===== src/rtl/bloom_filter_murmur64_int_keys_core_assert.svh =====
// assertion macros for the bloom filter core
`ifndef BLOOM_FILTER_MURMUR64_INT_KEYS_CORE_ASSERT_SVH
`define BLOOM_FILTER_MURMUR64_INT_KEYS_CORE_ASSERT_SVH

// a | -> b, checked outside reset
`define BF_ASSERT_IMP(label, clk, rst, a, b, msg) \
   label: assert property (@(posedge clk) disable iff (rst) (a) |-> (b)) else $error(msg);

// a | => b, checked outside reset
`define BF_ASSERT_NEXT(label, clk, rst, a, b, msg) \
   label: assert property (@(posedge clk) disable iff (rst) (a) |=> (b)) else $error(msg);

`endif


===== src/rtl/bfm64_pkg.sv =====
// ---------------------------------------------------------------------------
// bfm64_pkg
// shared constants and types of the bloom filter core
// ---------------------------------------------------------------------------
package bfm64_pkg;
   localparam int MAX_BITS   = 65536;
   localparam int MAX_PROBES = 16;
   localparam int ADDR_W     = $clog2(MAX_BITS);
   localparam int CNT_W      = $clog2(MAX_BITS) + 1;
   localparam int PRB_W      = $clog2(MAX_PROBES) + 1;
   localparam int CFG_W      = 17;

   localparam logic [63:0] MIX_MUL   = 64'hc6a4a7935bd1e995;
   localparam logic [63:0] HASH_SEED = 64'h0000_0000_9747b28c;
   localparam int          MIX_SHIFT = 47;

   localparam logic REG_BIT_COUNT  = 1'b0;
   localparam logic REG_HASH_COUNT = 1'b1;
   localparam logic OP_INSERT      = 1'b0;

   // hash unit result
   typedef struct packed {
      logic        valid;
      logic [31:0] lo;
      logic [31:0] hi;
   } hash_out_type;

   function automatic logic [CNT_W-1:0] limit_bits(input logic [CFG_W-1:0] v);
      logic [CFG_W+3:0] t;
      begin
         t = {4'd0, v};
         if (t < (CFG_W+4)'(64)) t = (CFG_W+4)'(64);
         if (t > (CFG_W+4)'(MAX_BITS)) t = (CFG_W+4)'(MAX_BITS);
         t = (t + (CFG_W+4)'(7)) & ~(CFG_W+4)'(7);
         if (t > (CFG_W+4)'(MAX_BITS)) t = (CFG_W+4)'(MAX_BITS);
         return t[CNT_W-1:0];
      end
   endfunction

   function automatic logic [PRB_W-1:0] limit_probes(input logic [4:0] v);
      logic [PRB_W+4:0] t;
      begin
         t = {{PRB_W{1'b0}}, v};
         if (t < (PRB_W+5)'(1)) t = (PRB_W+5)'(1);
         if (t > (PRB_W+5)'(MAX_PROBES)) t = (PRB_W+5)'(MAX_PROBES);
         return t[PRB_W-1:0];
      end
   endfunction
endpackage


===== src/rtl/bfm64_mod.sv =====
// ---------------------------------------------------------------------------
// bfm64_mod
// restoring 32-bit remainder, one bit per cycle
// ---------------------------------------------------------------------------
module bfm64_mod (
   input  logic                          clock,
   input  logic                          reset,
   input  logic                          start,
   input  logic [31:0]                   dividend,
   input  logic [bfm64_pkg::CNT_W-1:0]   divisor,
   output logic                          done,
   output logic [bfm64_pkg::ADDR_W-1:0]  rem
);
   import bfm64_pkg::*;

   logic [31:0]      num_ff, num_in;
   logic [CNT_W:0]   r_ff, r_in;
   logic [5:0]       cnt_ff, cnt_in;
   logic             run_ff, run_in;
   logic             done_ff, done_in;
   logic [CNT_W:0]   trial;

   always_comb begin
      num_in  = num_ff;
      r_in    = r_ff;
      cnt_in  = cnt_ff;
      run_in  = run_ff;
      done_in = 1'b0;
      trial   = {r_ff[CNT_W-1:0], num_ff[31]};
      if (start) begin
         num_in = dividend;
         r_in   = '0;
         cnt_in = 6'd32;
         run_in = 1'b1;
      end else if (run_ff) begin
         num_in = {num_ff[30:0], 1'b0};
         if (trial >= {1'b0, divisor}) r_in = trial - {1'b0, divisor};
         else r_in = trial;
         cnt_in = cnt_ff - 6'd1;
         if (cnt_ff == 6'd1) begin
            run_in  = 1'b0;
            done_in = 1'b1;
         end
      end
   end

   always_ff @(posedge clock) begin
      if (reset) begin
         run_ff  <= 1'b0;
         done_ff <= 1'b0;
         cnt_ff  <= '0;
      end else begin
         run_ff  <= run_in;
         done_ff <= done_in;
         cnt_ff  <= cnt_in;
      end
      num_ff <= num_in;
      r_ff   <= r_in;
   end

   assign done = done_ff;
   assign rem  = r_ff[ADDR_W-1:0];
endmodule


===== config.mk =====
export PLATFORM = sky130hd
export DESIGN_NAME = bfm64_mod
export DESIGN_NICKNAME = d
export VERILOG_FILES = /design/src/rtl/bloom_filter_murmur64_int_keys_core_assert.svh /design/src/rtl/bfm64_pkg.sv /design/src/rtl/bfm64_mod.sv
export SDC_FILE = /design/constraint.sdc
export NUM_CORES = 1
export LEC_CHECK = 0
export BUFFER_PORTS_ARGS = -buffer_cell sky130_fd_sc_hd__buf_2
export CAP_MARGIN = 0
export CELL_PAD_IN_SITES_DETAIL_PLACEMENT = 2
export CELL_PAD_IN_SITES_GLOBAL_PLACEMENT = 2
export CORE_ASPECT_RATIO = 1.75
export CORE_MARGIN = 1.5
export CORE_UTILIZATION = 32
export CTS_BUF_LIST = sky130_fd_sc_hd__clkbuf_8
export CTS_CLUSTER_SIZE = 12
export DETAILED_ROUTE_END_ITERATION = 16
export GPL_TIMING_DRIVEN = 1
export PLACE_DENSITY_LB_ADDON = 0.1
export SLEW_MARGIN = 20
export SYNTH_ARGS = -nofsm -noshare
export SYNTH_HDL_FRONTEND = slang
export SYNTH_SLANG_ARGS = --single-unit

===== constraint.sdc =====
create_clock -name clock -period 2.3 [get_ports clock]
set_input_delay 0.345 -clock clock [delete_from_list [all_inputs] [get_ports clock]]
set_output_delay 0.345 -clock clock [all_outputs]
set_load 0.02 [all_outputs]

==> reports/metrics.cfg <==
[sta]
setup_viol=17
max_slew_margin_pct=61.9
rsz0062_at_grt=yes
hold_violations=0
fin_crit_ns=2.52
setup_ws_ns=-0.221
period_share_pct=110
slew_viol_final=0
fin_skew_ns=0.0132
fmax_mhz=397
tightestPinTransition_ns=0.563

[floorplan]
start_util_pct=33.0
fp-row-count=50
die_y_um=142
die_w_um=82.7
coreArea_sq_mm=0.0108
ios=69
die-area_sq_mm=0.0118

[final_layout]
nets=547
drive_above_1_share_pct=45.2
final_common_cell=buf_4
synthToLayoutAreaGrowth_pct=34.6
final_cell_mix=70 x buf_4, 68 x buf_2, 32 x mux2_2, 32 x edfxtp_1, 26 x nor2_1
final_cell_area_sq_mm=0.00478
finish.utilization_pct=44.5
antennaDiodeCount=0
fillers=1184

[critical_path]
worstPathMaxFanout=7
start_kind=flop
ff2ff_setup_slack_ns=-0.22
worstPathRequired_ns=2.56
cp.arrival_ns=2.78
cp-end-kind=flop
criticalPathCategory=reg2reg
r2r_start=num_ff[31]
reg2regPathDepth=11
worstReg2RegEnd=r_ff[6]

[clocking]
cts.sinks=57
path_clk_slew_ns=0.08
cts_buffer_depth=2
cts_buffers=9
htreeDepth=3
hold_buffers=0
clock_latency_ns=0.35
clockRootBuffer=clkbuf_8
cts_tree=yes

[synthesis]
synth_edf_count=32
yosys_warnings=0
synth_fp_nets=427
async_reset_ff_share_pct=0
yosysUniqueCellTypes=54
syn_avg_cell_area_sq_um=10.0
postSynthRegisterBits=57
synth_ff_type=edfxtp_1
syn_area_sq_mm=0.00355
synthCells=355
yosysSeqAreaShare_pct=41.1

[status]
violations=setup timing
status=complete, but fails checks

[global_routing]
grt_pass1_vias=3584
gr-total-overflow=0
grt_pass1_wl_um=17800
grt_max_degree=38
grt_usage_pct=20.5
antenna_found_initial=0

[route]
drcViolationCount=0
ant_nets=0
drtPass1Iterations=7
vias_per_cell=5.18
initialDrtViolationCount=108
drt_wl_total_um=11400
vias=3162
wl_per_cell_um=18.7

[pwr]
pwr-share-seq_pct=36.9
p_total_mw=3.33
p_leak_nw=2.14
peakVddDrop_mv=0.427
clkPwrFrac_pct=32.1
p_sw_mw=1.04
power_frac_comb_pct=31.0
swShare_pct=31.1
p_int_mw=2.30
powerDensity_mw_per_mm2=697

[min_path]
hp-start=reset
hp-class=in2reg
holdPathEnd=cnt_ff[5]
holdPathStages=2

[placed_design]
hpwlAfterDp_um=8490
place_area_sq_mm=0.00440
dp_slack_ns=-0.263
routabilityCongestion=0.787
numPortBuffers=68

[flow_run]
cap_violations=0

worst max-delay path by stage:
stage	start	to	slack [ns]	cells after the start
detailed placement	num_ff[31]	r_ff[8]	-0.26	11
global placement	divisor[4]	r_ff[13]	-0.16	10
finish	num_ff[31]	r_ff[6]	-0.22	11
floorplan	num_ff[31]	r_ff[15]	-0.04	11
CTS	num_ff[31]	r_ff[1]	-0.19	11
global route	num_ff[31]	r_ff[5]	-0.34	11
worst max-delay path, stage by stage (launching register included):
cell      delay [ns]
edfxtp_1        0.39
inv_1           0.07
ha_2            0.18
inv_2           0.05
fa_2            0.34
a21o_1          0.22
a221oi_4        0.32
or4_4           0.21
nand3_4         0.14
buf_8           0.20
mux2i_1         0.12
a211oi_1        0.22
power groups by stage:
stage          clock network, mW  registers [mW]  logic [mW]
3_3_place_gp                   0            1.25       0.925
3_5_place_dp                   0            1.25       0.953
6_report                    1.07            1.23        1.03
2_1_floorplan                  0            1.25       0.576
4_1_cts                     1.10            1.23       0.985
5_1_grt                     1.14            1.24        1.12
synth_stat cells, types with 2 or more instances:
library cell,n,area [sq um]
nand4_1,6,37.5
o21ai_0,13,65.1
a31oi_1,3,18.8
nor2_1,26,97.6
a211o_1,2,17.5
o31ai_1,3,22.5
inv_1,25,93.8
clkbuf_1,9,33.8
buf_4,17,128
nor3_1,8,40.0
buf_6,2,22.5
buf_1,5,18.8
o311ai_0,2,17.5
and3_1,3,18.8
a21oi_1,23,115
nor4_1,3,18.8
nand3_1,6,30.0
edfxtp_1,32,961
or2_2,4,25.0
xnor2_1,9,78.8
xor2_1,7,61.3
o21a_1,3,22.5
nand2_1,18,67.6
a311oi_1,2,17.5
ha_1,19,238
a211oi_1,10,75.1
o21bai_1,2,15.0
a21o_1,3,22.5
and2_1,2,12.5
and3_4,2,22.5
dfxtp_1,25,500
mux2i_1,7,70.1
mux2_2,32,360
or4_1,2,15.0
per-stage QoR:
stage	cells	setup TNS, ns	hold slack, ns
2_1_floorplan	355	-0.0949	0.414
3_3_place_gp	587	-2.06	0.492
3_5_place_dp	587	-3.47	0.512
4_1_cts	605	-2.40	0.162
5_1_grt	610	-5.01	0.178
6_report	610	-2.95	0.181
final cells by class:
type	count	area (sq um)	share of cell area, %
multi-input cells	240	1920	40.2
clock inverters	7	95.1	1.99
clock buffers	9	124	2.59
well taps	130	163	3.40
flip-flops and latches	57	1460	30.6
inverters	25	93.8	1.96
repair buffers	142	923	19.3
cell families after synthesis:
group / Yosys count / synth area share (%)
adder cells (fa/ha/maj): 20 / 7.25
AND/OR/NAND/NOR: 87 / 12.5
multiplexers: 39 / 12.1
AO/OA/AOI/OAI: 78 / 14.7
flip-flops: 57 / 41.1
XOR/XNOR: 16 / 3.94
buffers and inverters: 58 / 8.34
layer usage:
metal | global-route usage [%] | share of wire, % | vias to the layer above
met5 | 0 | 0 | -
met4 | 8.68 | 2.8 | 0
met3 | 3.91 | 3.1 | 18
met2 | 38.6 | 57 | 63
met1 | 21.2 | 37 | 1561
li1 | - | - | 1520
timing repair:
item | CTS | global route
buffers inserted | 2 | 5
gates resized for setup | 8 | 14
setup endpoints to repair | 17 | 17
pin swaps | 8 | 8
flip-flops by register name, summed over array words and instances (netlist names):
signal	flops
num_ff	32
r_ff	17
cnt_ff	6
done	1
run_ff	1
(Power assumes the default switching activity.)
