File: src/rtl/bloom_filter_murmur64_int_keys_core_assert.svh
// assertion macros for the bloom filter core
`ifndef BLOOM_FILTER_MURMUR64_INT_KEYS_CORE_ASSERT_SVH
`define BLOOM_FILTER_MURMUR64_INT_KEYS_CORE_ASSERT_SVH

// a | -> b, checked outside reset
`define BF_ASSERT_IMP(label, clk, rst, a, b, msg) \
   label: assert property (@(posedge clk) disable iff (rst) (a) |-> (b)) else $error(msg);

// a | => b, checked outside reset
`define BF_ASSERT_NEXT(label, clk, rst, a, b, msg) \
   label: assert property (@(posedge clk) disable iff (rst) (a) |=> (b)) else $error(msg);

`endif

File: src/rtl/bfm64_pkg.sv
// ---------------------------------------------------------------------------
// bfm64_pkg
// shared constants and types of the bloom filter core
// ---------------------------------------------------------------------------
package bfm64_pkg;
   localparam int MAX_BITS   = 65536;
   localparam int MAX_PROBES = 16;
   localparam int ADDR_W     = $clog2(MAX_BITS);
   localparam int CNT_W      = $clog2(MAX_BITS) + 1;
   localparam int PRB_W      = $clog2(MAX_PROBES) + 1;
   localparam int CFG_W      = 17;

   localparam logic [63:0] MIX_MUL   = 64'hc6a4a7935bd1e995;
   localparam logic [63:0] HASH_SEED = 64'h0000_0000_9747b28c;
   localparam int          MIX_SHIFT = 47;

   localparam logic REG_BIT_COUNT  = 1'b0;
   localparam logic REG_HASH_COUNT = 1'b1;
   localparam logic OP_INSERT      = 1'b0;

   // hash unit result
   typedef struct packed {
      logic        valid;
      logic [31:0] lo;
      logic [31:0] hi;
   } hash_out_type;

   function automatic logic [CNT_W-1:0] limit_bits(input logic [CFG_W-1:0] v);
      logic [CFG_W+3:0] t;
      begin
         t = {4'd0, v};
         if (t < (CFG_W+4)'(64)) t = (CFG_W+4)'(64);
         if (t > (CFG_W+4)'(MAX_BITS)) t = (CFG_W+4)'(MAX_BITS);
         t = (t + (CFG_W+4)'(7)) & ~(CFG_W+4)'(7);
         if (t > (CFG_W+4)'(MAX_BITS)) t = (CFG_W+4)'(MAX_BITS);
         return t[CNT_W-1:0];
      end
   endfunction

   function automatic logic [PRB_W-1:0] limit_probes(input logic [4:0] v);
      logic [PRB_W+4:0] t;
      begin
         t = {{PRB_W{1'b0}}, v};
         if (t < (PRB_W+5)'(1)) t = (PRB_W+5)'(1);
         if (t > (PRB_W+5)'(MAX_PROBES)) t = (PRB_W+5)'(MAX_PROBES);
         return t[PRB_W-1:0];
      end
   endfunction
endpackage

File: src/rtl/bfm64_hash.sv
// ---------------------------------------------------------------------------
// bfm64_hash
// murmur64a over one 8-byte block, one 64x64 product split in 32x32 parts
// ---------------------------------------------------------------------------
module bfm64_hash (
   input  logic                   clock,
   input  logic                   reset,
   input  logic                   start,
   input  logic [63:0]            key,
   output bfm64_pkg::hash_out_type hout
);
   import bfm64_pkg::*;

   // steps: 0 k*=m, 1 k^=k>>r, 2 k*=m, 3 h^=k, h*=m, 4 h^=h>>r, 5 h*=m, 6 h^=h>>r
   logic [2:0]  step_ff, step_in;
   logic [1:0]  part_ff, part_in;
   logic        run_ff, run_in;
   logic [63:0] x_ff, x_in;
   logic [63:0] h_ff, h_in;
   logic [63:0] acc_ff, acc_in;
   logic        done_ff, done_in;
   logic [31:0] a_op, b_op;
   logic [63:0] prod_ff;
   logic [63:0] prod_in;

   // partial product selection: part 0 lo*lo, 1 lo*hi, 2 hi*lo
   always_comb begin
      a_op = x_ff[31:0];
      b_op = MIX_MUL[31:0];
      case (part_ff)
         2'd1: b_op = MIX_MUL[63:32];
         2'd2: a_op = x_ff[63:32];
         default: ;
      endcase
      prod_in = a_op * b_op;
   end

   always_ff @(posedge clock) prod_ff <= prod_in;

   always_comb begin
      step_in = step_ff;
      part_in = part_ff;
      run_in  = run_ff;
      x_in    = x_ff;
      h_in    = h_ff;
      acc_in  = acc_ff;
      done_in = 1'b0;
      if (start && !run_ff) begin
         run_in  = 1'b1;
         step_in = 3'd0;
         part_in = 2'd0;
         x_in    = key;
         h_in    = HASH_SEED ^ (MIX_MUL << 3);
         acc_in  = '0;
      end else if (run_ff) begin
         if (step_ff == 3'd1 || step_ff == 3'd4 || step_ff == 3'd6) begin
            x_in = x_ff ^ (x_ff >> MIX_SHIFT);
            if (step_ff == 3'd6) begin
               run_in  = 1'b0;
               done_in = 1'b1;
            end
            step_in = step_ff + 3'd1;
         end else if (step_ff == 3'd3 && part_ff == 2'd0 && acc_ff == '0 && h_ff != '0)
         begin
            // fold k into h, then multiply h
            x_in   = h_ff ^ x_ff;
            h_in   = '0;
            acc_in = 64'd1;
         end else begin
            // mult steps: part 0..2 issue, part 3 collect last
            unique case (part_ff)
               2'd0: begin
                  part_in = 2'd1;
                  acc_in  = '0;
               end
               2'd1: begin
                  acc_in  = prod_ff;
                  part_in = 2'd2;
               end
               2'd2: begin
                  acc_in  = acc_ff + {prod_ff[31:0], 32'd0};
                  part_in = 2'd3;
               end
               default: begin
                  x_in    = acc_ff + {prod_ff[31:0], 32'd0};
                  part_in = 2'd0;
                  acc_in  = '0;
                  step_in = step_ff + 3'd1;
               end
            endcase
         end
      end
   end

   always_ff @(posedge clock) begin
      if (reset) begin
         run_ff  <= 1'b0;
         done_ff <= 1'b0;
         step_ff <= '0;
         part_ff <= '0;
      end else begin
         run_ff  <= run_in;
         done_ff <= done_in;
         step_ff <= step_in;
         part_ff <= part_in;
      end
      x_ff   <= x_in;
      h_ff   <= h_in;
      acc_ff <= acc_in;
   end

   assign hout.valid = done_ff;
   assign hout.lo    = x_ff[31:0];
   assign hout.hi    = x_ff[63:32];
endmodule

File: config.mk
export PLATFORM = sky130hd
export DESIGN_NAME = bfm64_hash
export DESIGN_NICKNAME = d
export VERILOG_FILES = /design/src/rtl/bloom_filter_murmur64_int_keys_core_assert.svh /design/src/rtl/bfm64_pkg.sv /design/src/rtl/bfm64_hash.sv
export SDC_FILE = /design/constraint.sdc
export NUM_CORES = 2
export LEC_CHECK = 0
export ABC_CLOCK_PERIOD_IN_PS = 11540
export BUFFER_PORTS_ARGS = -buffer_cell sky130_fd_sc_hd__buf_2
export CAP_MARGIN = 15
export CELL_PAD_IN_SITES_DETAIL_PLACEMENT = 1
export CELL_PAD_IN_SITES_GLOBAL_PLACEMENT = 1
export CORE_UTILIZATION = 40
export DETAILED_ROUTE_END_ITERATION = 8
export PLACE_DENSITY = 0.79
export SYNTH_ARGS = -nofsm -noshare
export SYNTH_HDL_FRONTEND = slang
export SYNTH_SLANG_ARGS = --single-unit
File: constraint.sdc
create_clock -name clock -period 11.54 [get_ports clock]
set_input_delay 0.577 -clock clock [delete_from_list [all_inputs] [get_ports clock]]
set_output_delay 0.577 -clock clock [all_outputs]
set_load 0.01 [all_outputs]
==> results.py <==
metrics = {
    "run_status": {
        "status": "complete, no violations",
    },
    "timing": {
        "fmax_mhz": 97.52,
        "final.setup.tns_ns": 0,
        "drv_slew": 0,
        "rsz0062_at_grt": "false",
        "finalHoldViolations": 0,
        "whs_ns": 0.3790,
        "skew_ns": 0.01345,
        "fin_crit_sh": 0.8886,
        "setup_viol": 0,
        "max_slew_margin": 0.1517,
        "post-route-min-period_ns": 10.25,
        "worstMarginPinSlew_ns": 1.237,
    },
    "floorplanning": {
        "num_rows": 106,
        "die_y_um": 294.1,
        "dieWidth_um": 294.1,
        "io_pins": 132,
        "design.core.area_um2": 84090,
        "die_area_um2": 86470,
        "start_util": 0.4058,
    },
    "worst_hold_path": {
        "hp-start": "key[27]",
        "hp-class": "primary input to register",
        "hold_path_depth": 3,
        "min_to": "x_ff[27]",
    },
    "placed_design": {
        "routabilityCongestion": 1.008,
        "portBuffers": 131,
        "dp_hpwl_mm": 105.6,
    },
    "final_layout": {
        "drive_gt1_frac": 0.07075,
        "synthToLayoutAreaGrowth_pct": 7.103,
        "diodes": 0,
        "final_util": 0.4346,
        "nNetsFinal": 4708,
    },
    "clock_network": {
        "max-clock-path-buffers": 2,
        "cts_tree": "done",
        "numCtsBuffers": 17,
        "cts_root_buf": "clkbuf_16",
        "post_cts.repair.setup_buffers": 0,
        "cts_hold_buf": 0,
        "cts.reportedPaths.clkPinSlew_ns": 0.09,
        "cts-htree-levels": 4,
        "clock_sink_count": 200,
        "cts_resized": 0,
        "insertion_delay_ns": 0.46,
    },
    "synthesis": {
        "ys_seq_area_frac": 0.1361,
        "synth_seq_cells": 200,
        "postSynthAreaPerCell_um2": 9.705,
        "ys_async_sr_fraction": 0,
        "yosysUniqueCellTypes": 79,
        "syn_nets": 4647,
        "synth-edff-count": 64,
        "syn-instance-count": 3516,
        "ys.flop_type": "dfxtp_1",
        "synth_area_um2": 34120,
        "yosys_warnings": 0,
    },
    "setup_path": {
        "ff2ff_setup_slack_ns": 1.29,
        "cp_max_fo": 24,
        "critPathLaunchType": "register",
        "cp-end-kind": "register",
        "rr_endpoint": "prod_ff[58]",
        "rr_worst_depth": 28,
        "worstSetupPathType": "register to register",
        "worstPathArrival_ns": 10.64,
        "cp_slowest_stage_delay_ns": 1.02,
        "crit_path_top_delay_cell": "mux2i_1",
        "required_ns": 11.92,
        "crit_top_cell": "fa_1",
        "worstReg2RegStart": "part_ff[0]",
    },
    "global_routing": {
        "grt_start_max_net_pins": 94,
        "gr-usage-all-layers": 0.2850,
        "grt_overflow": 0,
        "antenna_found_initial": 1,
        "first_global_vias": 28820,
        "grt_pass1_wl_mm": 182.3,
    },
    "route": {
        "route.detailed.drc": 0,
        "ant_nets": 0,
        "wl_per_cell_um": 25.56,
        "vias_per_cell": 5.549,
        "vias": 26210,
        "routed_wl_mm": 120.8,
        "drt_iter0_drc": 2098,
        "dr.pass1.iters": 5,
    },
    "flow_run": {
        "maxCapViolations": 0,
    },
}
-- cell usage after synthesis, types with 18 or more instances --
master,count,area [um^2]
inv_1,809,3037
a22o_1,21,183.9
nor2_1,149,559.3
o21bai_1,22,165.2
a31oi_1,18,112.6
a22oi_1,25,187.7
ha_1,437,5468
o21ai_0,113,565.5
nand2_1,210,788.3
edfxtp_1,64,1922
nor3_1,21,105.1
a21o_1,105,788.3
a21oi_1,171,855.8
nand3_1,70,350.3
clkbuf_1,85,319.1
fa_1,627,12550
nand4_1,24,150.1
mux2_2,20,225.2
dfxtp_1,136,2723
and2_1,25,156.4
xnor2_1,73,639.4
xor2_1,36,315.3
mux2i_1,23,230.2
-- cell type report --
class	instances	area (um^2)
fill	9720	47540
tap	1134	1419
clock buffer	20	478.0
timing repair buffer	154	828.3
multi-input combinational	2391	26020
clock inverter	12	103.9
inverter	813	3052
sequential	200	4644
-- metrics by stage --
step,setup WS [ns],area (um^2),cells
finish,1.286,36550,4724
floorplan,3.095,34120,3516
global placement,1.596,35960,4692
global route,0.9984,36550,4724
CTS,1.500,36550,4724
detailed placement,1.528,35960,4692
-- worst max path at each step --
stage / startpoint / to / slack (ns) / cells past startpoint
4_1_cts: part_ff[0] / prod_ff[62] / 1.50 / 28
3_3_place_gp: part_ff[0] / prod_ff[58] / 1.60 / 28
5_1_grt: part_ff[0] / prod_ff[62] / 1.0 / 28
2_1_floorplan: part_ff[0] / prod_ff[58] / 3.10 / 33
3_5_place_dp: part_ff[0] / prod_ff[62] / 1.53 / 28
6_report: part_ff[0] / prod_ff[58] / 1.29 / 28
-- flip-flops by register name (all words and copies together), names as in the netlist --
name	flops
acc_ff	64
done_ff	1
h_ff	1
part_ff	2
prod_ff	64
run_ff	1
step_ff	3
x_ff	64
-- cell usage in the layout, fill, tap and decap left out, drive strengths merged, types with 10 or more instances in the layout --
cell    Yosys  routed
nand2b     13      13
xnor2      73      73
ha        437     437
inv       811     818
a21oi     175     175
xor2       36      36
fa        627     627
a22o       21      21
nor2b      10      10
nand3      70      70
buf        27     154
a21o      105     105
dfxtp     136     136
nand2     210     210
mux2       20      20
o31ai      13      13
nor2      150     150
clkbuf     85      20
and2       25      25
a211oi     13      13
nor4       14      14
o21a       17      17
o21bai     22      22
nor3       21      21
mux2i      23      23
and3       17      17
or2        10      10
edfxtp     64      64
nand4      24      24
o21ai     132     132
a31oi      19      19
a22oi      25      25
-- critical path, delay by kind of cell, from the launching register on --
family	cells	cell delay, ns
xor+xnor	1	0.14
fa+ha+maj	10	5.00
flops	1	0.37
compound gates	9	1.86
buf+inv	6	1.47
mux	1	1.02
simple gates	1	0.27
-- cell families after synthesis --
group | after synthesis | synth area share
adders and majority gates | 1064 | 0.5281
buffers and inverters | 925 | 0.1023
AOI/OAI and AO/OA | 591 | 0.1138
and+or+nand+nor | 583 | 0.07822
DFF | 200 | 0.1361
xor gates and xnor gates | 109 | 0.02798
muxes | 43 | 0.01335
other | 1 | 0.0001099
-- per-layer routing --
metal | share of wire | vias to the layer above | GRT usage
met5 | 0 | - | 0
met4 | 0.038 | 0 | 0.09921
met3 | 0.071 | 212 | 0.03920
met2 | 0.47 | 1050 | 0.4602
met1 | 0.42 | 13610 | 0.3909
li1 | - | 11340 | -
Power is left out: the tool's default activity adds up to more than one toggle a clock period on the data nets, which glitch-free logic cannot reach.
